## config.mk

```make
export PLATFORM = sky130hd
export DESIGN_NAME = irt_cell
export DESIGN_NICKNAME = d
export VERILOG_FILES = /design/src/hw/rtl/irt_pkg.sv /design/src/hw/rtl/irt_cell.sv
export SDC_FILE = /design/constraint.sdc
export NUM_CORES = 1
export LEC_CHECK = 0
export ABC_AREA = 0
export BUFFER_PORTS_ARGS = -buffer_cell sky130_fd_sc_hd__buf_2
export CELL_PAD_IN_SITES_DETAIL_PLACEMENT = 0
export CELL_PAD_IN_SITES_GLOBAL_PLACEMENT = 1
export CORE_MARGIN = 1
export CORE_UTILIZATION = 51
export DETAILED_ROUTE_END_ITERATION = 6
export PLACE_DENSITY_LB_ADDON = 0.1
export REMOVE_ABC_BUFFERS = 1
export SLEW_MARGIN = 20
export SYNTH_ARGS = -nofsm -noshare
export SYNTH_HDL_FRONTEND = slang
export SYNTH_SLANG_ARGS = --single-unit
```

## constraint.sdc

```tcl
create_clock -name i_clk -period 30.2 [get_ports i_clk]
set_clock_uncertainty 0.15 [all_clocks]
set_input_delay 4.53 -clock i_clk [delete_from_list [all_inputs] [get_ports i_clk]]
set_output_delay 4.53 -clock i_clk [all_outputs]
set_load 0.02 [all_outputs]
```

## src/hw/rtl/irt_pkg.sv

```systemverilog
package irt_pkg;

    localparam int TABLES  = 7;
    localparam int ENTRIES = 32;
    localparam int VW      = 48;
    localparam int TSEL_W  = 3;
    localparam int CNT_W   = $clog2(ENTRIES + 1);
    localparam int TIDX_W  = (TABLES > 1) ? $clog2(TABLES) : 1;

    typedef logic [VW-1:0] t_val;

    typedef enum logic [1:0] {
        KIND_LOAD  = 2'd0,
        KIND_MAP   = 2'd1,
        KIND_CLEAR = 2'd2,
        KIND_NONE  = 2'd3
    } t_kind;

    typedef enum logic [2:0] {
        ST_IDLE,
        ST_LCMP,
        ST_LUPD,
        ST_WLOAD,
        ST_WALK
    } t_state;

    typedef enum logic [2:0] {
        CELL_HOLD,
        CELL_CMP,
        CELL_UPD,
        CELL_WLOAD,
        CELL_SHIFT
    } t_cell_op;

    typedef struct packed {
        t_cell_op            op;
        logic [TIDX_W-1:0]   tidx;
        logic [CNT_W-1:0]    count;
        logic                found;
        t_val                s;
        t_val                d;
        t_val                len;
    } t_cell_ctrl;

    typedef struct packed {
        t_val es;
        t_val ee;
        t_val off;
        logic zero;
    } t_walk;

endpackage

```

## src/hw/rtl/irt_cell.sv

```systemverilog
module irt_cell import irt_pkg::*; (
    input  logic              i_clk,
    input  t_cell_ctrl        i_ctrl,
    input  logic [CNT_W-1:0]  i_idx,
    input  logic              i_lt_left,
    input  t_val              i_src_left,
    input  t_val              i_dst_left,
    input  t_val              i_len_left,
    input  t_walk             i_walk_right,
    output logic              o_lt,
    output logic              o_eq,
    output t_val              o_src,
    output t_val              o_dst,
    output t_val              o_len,
    output t_walk             o_walk
);

    t_val  r_src [TABLES];
    t_val  r_dst [TABLES];
    t_val  r_len [TABLES];
    logic  r_lt;
    logic  r_eq;
    t_walk r_walk;

    logic          in_range;
    logic          insert_here;
    logic          shift_here;
    logic [VW:0]   ee_sum;
    t_walk         n_walk;

    assign o_src  = r_src[i_ctrl.tidx];
    assign o_dst  = r_dst[i_ctrl.tidx];
    assign o_len  = r_len[i_ctrl.tidx];
    assign o_walk = r_walk;

    assign in_range    = i_idx < i_ctrl.count;
    assign o_lt        = r_lt && in_range;
    assign o_eq        = r_eq && in_range;
    // left neighbor below the new key and this one not: insertion point
    assign insert_here = i_lt_left && !o_lt;
    assign shift_here  = !i_lt_left && (i_idx <= i_ctrl.count);

    // covered range end, saturating at the top value
    assign ee_sum = {1'b0, o_src} + {1'b0, o_len - t_val'(1)};

    always_comb begin
        n_walk.es   = o_src;
        n_walk.ee   = ee_sum[VW] ? '1 : ee_sum[VW-1:0];
        n_walk.off  = o_dst - o_src;
        n_walk.zero = (o_len == '0);
    end

    always_ff @(posedge i_clk) begin
        unique case (i_ctrl.op)
            CELL_CMP: begin
                r_lt <= o_src < i_ctrl.s;
                r_eq <= o_src == i_ctrl.s;
            end
            CELL_UPD: begin
                if (i_ctrl.found) begin
                    if (o_eq) begin
                        r_dst[i_ctrl.tidx] <= i_ctrl.d;
                        r_len[i_ctrl.tidx] <= i_ctrl.len;
                    end
                end else if (insert_here) begin
                    r_src[i_ctrl.tidx] <= i_ctrl.s;
                    r_dst[i_ctrl.tidx] <= i_ctrl.d;
                    r_len[i_ctrl.tidx] <= i_ctrl.len;
                end else if (shift_here) begin
                    r_src[i_ctrl.tidx] <= i_src_left;
                    r_dst[i_ctrl.tidx] <= i_dst_left;
                    r_len[i_ctrl.tidx] <= i_len_left;
                end
            end
            CELL_WLOAD: r_walk <= n_walk;
            CELL_SHIFT: r_walk <= i_walk_right;
            default: ;
        endcase
    end

endmodule

```

-- After elaboration in Yosys (flattened, before gate mapping)
Memory sizes are Yosys's and may differ from the RTL's.
Cells that the tools add are included.
- add/subtract/negate cells: 3
- $lt $le $gt $ge: 3
- equal/unequal tests: 5
- mux-type cells: 20
- bitwise operators: 5
- reductions and logical operators: 8
- operators with widths (cell ; count):
    $pmux 145 s2 ; 1
    $mux 48 ; 6
    $add 48x48->49 ; 1
    $eq 48x48->1 ; 1
    $logic_not 48->1 ; 1
    $lt 48x48->1 ; 1
    $sub 48x1->48 const B ; 1
    $sub 48x48->48 ; 1
    $mux 1 ; 13
    $eq 3x2->1 const B ; 2
    $le 6x6->1 ; 1
    $lt 6x6->1 ; 1
    $or 1x1->1 ; 5
    $logic_and 1x1->1 ; 4
    $eq 3x1->1 const B ; 1
    $eq 3x3->1 const B ; 1
    $logic_not 1->1 ; 2
    $reduce_bool 2->1 ; 1
- flip-flop bits (word level): 147
- memory bits (writable): 1008
- input port bits: 454
- output and inout bits: 291
- word-level logic and storage cells: 53
- memories: 3
- memories (memory ; words ; width ; rd ports ; clocked after Yosys merged registers in ; wr ports ; RTL line ; RTL):
    r_dst ; 7 ; 48 ; 1 ; 0 ; 1 ; irt_cell.sv:19 ; t_val r_dst [TABLES];
    r_len ; 7 ; 48 ; 1 ; 0 ; 1 ; irt_cell.sv:20 ; t_val r_len [TABLES];
    r_src ; 7 ; 48 ; 1 ; 0 ; 1 ; irt_cell.sv:18 ; t_val r_src [TABLES];

-- Depth between registers and ports, before layout
- depth in word-level cells: 10
- depth in mapped cells: 27
- mapped depth without buffers: 21

-- Worst setup path before layout
OpenSTA, ideal clock, no wires.
- kind: in2reg
- start point: input i_ctrl[153] (netlist bit)
- end point: memory r_dst[6][0] (netlist bit) (enable)
- arrival: 13.170 ns
- required time: 29.382 ns
- setup slack: 16.212 ns
- stages: 11
- buffers on the path: 9
- path through: buf_4 > buf_2 > buf_4 > buf_4 > buf_2 > buf_2 > clkbuf_1 > clkbuf_1 > clkbuf_1 > nand2_1 > nor3_1
- RTL lines (item ; RTL line ; RTL):
    from (decl) ; irt_cell.sv:3 ; input t_cell_ctrl i_ctrl,
    to (decl) ; irt_cell.sv:19 ;
Straight into the memory's write port.

-- Worst setup path in the final report
- start point: input i_ctrl[151] (netlist bit)
- end point: output o_dst[33]
- longest elaborated chain between the ends: 1
- ends and longest elaborated chain (item ; RTL line ; RTL):
    $mem_v2 7x48 ; -- ;
    to (decl) ; irt_cell.sv:13 ; output t_val o_dst,
No other way between the ends.

==> flow_summary.json <==
{
  "status": "finished clean",
  "yosys_warnings": 0,
  "grt_pass1_vias": 35070,
  "finish.utilization_pct": 60.4,
  "worstHoldStart": "r_src[6][18]",
  "fmax_mhz": 74.6,
  "grt_setup_unrepaired": "false",
  "postCtsSetupBuffers": 0,
  "power_frac_clock_pct": 36.6,
  "switching_share_pct": 27.2,
  "io_pins": 745,
  "initial_core_util_pct": 51.5,
  "endpoint_kind": "output port",
  "fillerInstances": 8220,
  "dieWidth_microns": 325,
  "track_usage_pct": 33.2,
  "crit_arrival_ps": 8720,
  "cp-start-kind": "input pin",
  "drv_slew": 0,
  "seqCellArea_sq_mm": 0.0347,
  "peakVddDrop_v": 0.0000481,
  "numClockSinks": 1155,
  "r2r_setup_slack_ps": 23240,
  "post_drt_wl_per_cell_microns": 29.3,
  "multi_input_area_sq_mm": 0.0174,
  "yosysSeqAreaShare_pct": 65.1,
  "syn2layout_area_growth_pct": 17.3,
  "netlist-cell-type-count": 96,
  "dieArea_sq_mm": 0.106,
  "critPathKind": "in2out",
  "grt_max_degree": 89,
  "synth_cells": 3866,
  "tritoncts": "yes",
  "die_h_microns": 325,
  "core_sq_mm": 0.103,
  "gr-total-overflow": 0,
  "setup_viol": 0,
  "drc": 0,
  "fin_crit_ps": 13400,
  "cts_inserted_buffers": 116,
  "place_hpwl_microns": 123000,
  "antenna_found_initial": 12,
  "synth_edf_count": 1155,
  "num_rows": 118,
  "leakage_nw": 23.6,
  "cp.required_ps": 25520,
  "r2r-end": "o_walk[49]",
  "cts_root_buffer": "clkbuf_16",
  "ys.flop_type": "edfxtp_1",
  "viasPerCell": 6.08,
  "routabilityCongestion": 0.924,
  "seq_power_share_pct": 46.8,
  "hp-class": "reg2reg",
  "crit_fanout": 49,
  "final.period_utilization_pct": 44.4,
  "firstDrtPassIters": 6,
  "holdPathStages": 2,
  "wirelength_microns": 179000,
  "via_count": 37125,
  "switchingPower_mw": 1.06,
  "io_buffer_count": 744,
  "fin_nets": 5239,
  "clock_latency_ps": 730,
  "ctsHoldBuffers": 0,
  "tightest_slew_ps": 1240,
  "fin_total_pwr_mw": 3.89,
  "power.density_mw_per_mm2": 62.2,
  "p_int_mw": 2.83,
  "comb_power_share_pct": 16.6,
  "path_clk_slew_ps": 60,
  "syn-cell-area_sq_mm": 0.0533,
  "hold_viol": 0,
  "r2r_start": "r_len[5][0]",
  "worst_r2r_path_depth": 18,
  "cap_violations": 0,
  "synth_seq_cells": 1155,
  "drtIter0Drc": 3951,
  "cts.htree.levels": 3,
  "cts_max_path_buffers": 3,
  "syn_avg_cell_area_sq_um": 13.8,
  "grt_pass1_wl_microns": 251000,
  "slew_headroom_pct": 17.6,
  "antenna_left": 0,
  "synthArstFlopShare_pct": 0,
  "ctsResizeCount": 0,
  "setup_tns_ps": 0,
  "hold_path_end": "o_walk[115]",
  "layout-drive-gt1-share_pct": 27.1
}
==> per-layer routing <==
layer | part of all wire [%] | wire (microns) | track usage [%]
met4 | 2.3 | 4120 | 8.50
met2 | 48 | 85000 | 53.6
met5 | 0.034 | 61 | 0
met1 | 41 | 73100 | 46.9
met3 | 9.2 | 16500 | 5.49
==> placed cells by master, fill, tap and decap left out, drive strengths merged, types with 12 or more instances in the layout <==
master,count
a211oi,16
a21o,49
a21oi,293
a221o,18
a221oi,57
a22o,96
a22oi,54
and2,13
and3,12
buf,835
clkbuf,138
clkinv,49
edfxtp,1155
ha,157
inv,155
mux2,173
mux2i,149
mux4,31
nand2,216
nand2b,24
nand3,41
nand4,34
nor2,330
nor2b,24
nor3,42
nor4,13
o211ai,17
o21ai,200
o21bai,15
o221ai,13
o22a,45
xnor2,68
xor2,57
==> critical path, cell delays in order <==
cell and delay, ps:
buf_8 310, buf_4 590, buf_4 760, buf_4 770, mux2i_1 160, nor2_1 120, a21oi_1 50, o21ai_0 920
buf_2 330
==> power by group through the flow <==
stage	Sequential [mW]	Combinational [mW]	Clock, mW
4_1_cts	1.82	0.640	1.43
6_report	1.82	0.646	1.42
3_3_place_gp	1.85	0.635	0
2_1_floorplan	1.88	0.336	0
3_5_place_dp	1.85	0.637	0
5_1_grt	1.82	0.686	1.49
==> how the worst max path moves through the flow <==
stage               slack, ps          end        start  depth (start not counted)
finish                  16800    o_dst[33]  i_ctrl[151]                          9
global placement        16830    o_len[16]  i_ctrl[151]                          9
CTS                     16790    o_len[16]  i_ctrl[151]                          9
global route            16620    o_len[16]  i_ctrl[151]                          9
floorplan               13470  r_dst[1][0]  i_ctrl[146]                         12
detailed placement      16800    o_len[16]  i_ctrl[151]                          9
==> registers in the layout (all words and copies together), names as in the netlist <==
name    cells
o_walk    145
r_len     336
r_dst     336
r_lt        1
r_eq        1
r_src     336
==> cell type report <==
type / instances / share of cell area [%]
flip-flops and latches: 1155 / 55.5
multi-input cells: 2371 / 27.8
repair buffers: 835 / 7.09
clock buffers: 138 / 4.84
well taps: 1380 / 2.76
clock inverters: 76 / 1.11
inverters: 147 / 0.887
diodes: 2 / 0.00801
==> cells by family (layout without fill, tap and decap cells) <==
kind of cell,after synthesis,after routing,synth area share (%)
AO/OA/AOI/OAI,948,948,11.8
XOR/XNOR,125,125,2.05
adder cells (fa/ha/maj),159,159,3.76
buffers and inverters,340,1196,2.66
flip-flops,1155,1155,65.1
multiplexers,353,353,7.76
other,0,2,0
AND/OR/NAND/NOR,786,786,6.87
==> through the flow <==
| step | std cells | setup slack [ps] | hold WS [ps] | area (sq um) |
|---|---|---|---|---|
| after floorplan | 3673 | 13470 | 465 | 52400 |
| after global placement | 5888 | 16830 | 511 | 58800 |
| after detailed placement | 5888 | 16800 | 522 | 58800 |
| after CTS | 6102 | 16790 | 538 | 62500 |
| after global routing | 6102 | 16620 | 573 | 62500 |
| final | 6104 | 16800 | 536 | 62500 |
==> synth_stat cells, types with 9 or more instances <==
| library cell | count | area share, % |
|---|---|---|
| a211oi_1 | 16 | 0.23 |
| a21o_1 | 49 | 0.69 |
| a21oi_1 | 293 | 2.8 |
| a221o_1 | 18 | 0.34 |
| a221oi_1 | 55 | 0.90 |
| a22o_1 | 95 | 1.6 |
| a22oi_1 | 54 | 0.76 |
| a31oi_1 | 11 | 0.13 |
| and2_1 | 12 | 0.14 |
| and3_1 | 11 | 0.13 |
| buf_1 | 22 | 0.15 |
| buf_2 | 34 | 0.32 |
| clkbuf_1 | 121 | 0.85 |
| edfxtp_1 | 1155 | 65 |
| ha_1 | 157 | 3.7 |
| inv_1 | 144 | 1.0 |
| mux2_2 | 169 | 3.6 |
| mux2i_1 | 149 | 2.8 |
| mux4_2 | 31 | 1.3 |
| nand2_1 | 213 | 1.5 |
| nand2b_1 | 24 | 0.28 |
| nand3_1 | 40 | 0.38 |
| nand4_1 | 34 | 0.40 |
| nor2_1 | 326 | 2.3 |
| nor2b_1 | 24 | 0.28 |
| nor3_1 | 37 | 0.35 |
| nor4_1 | 9 | 0.11 |
| o211ai_1 | 17 | 0.24 |
| o21a_1 | 9 | 0.13 |
| o21ai_0 | 189 | 1.8 |
| o21ai_1 | 9 | 0.085 |
| o21bai_1 | 15 | 0.21 |
| o221ai_1 | 11 | 0.18 |
| o22a_1 | 45 | 0.74 |
| xnor2_1 | 68 | 1.1 |
| xor2_1 | 57 | 0.94 |
No activity file was read; power rests on OpenSTA's default activity.
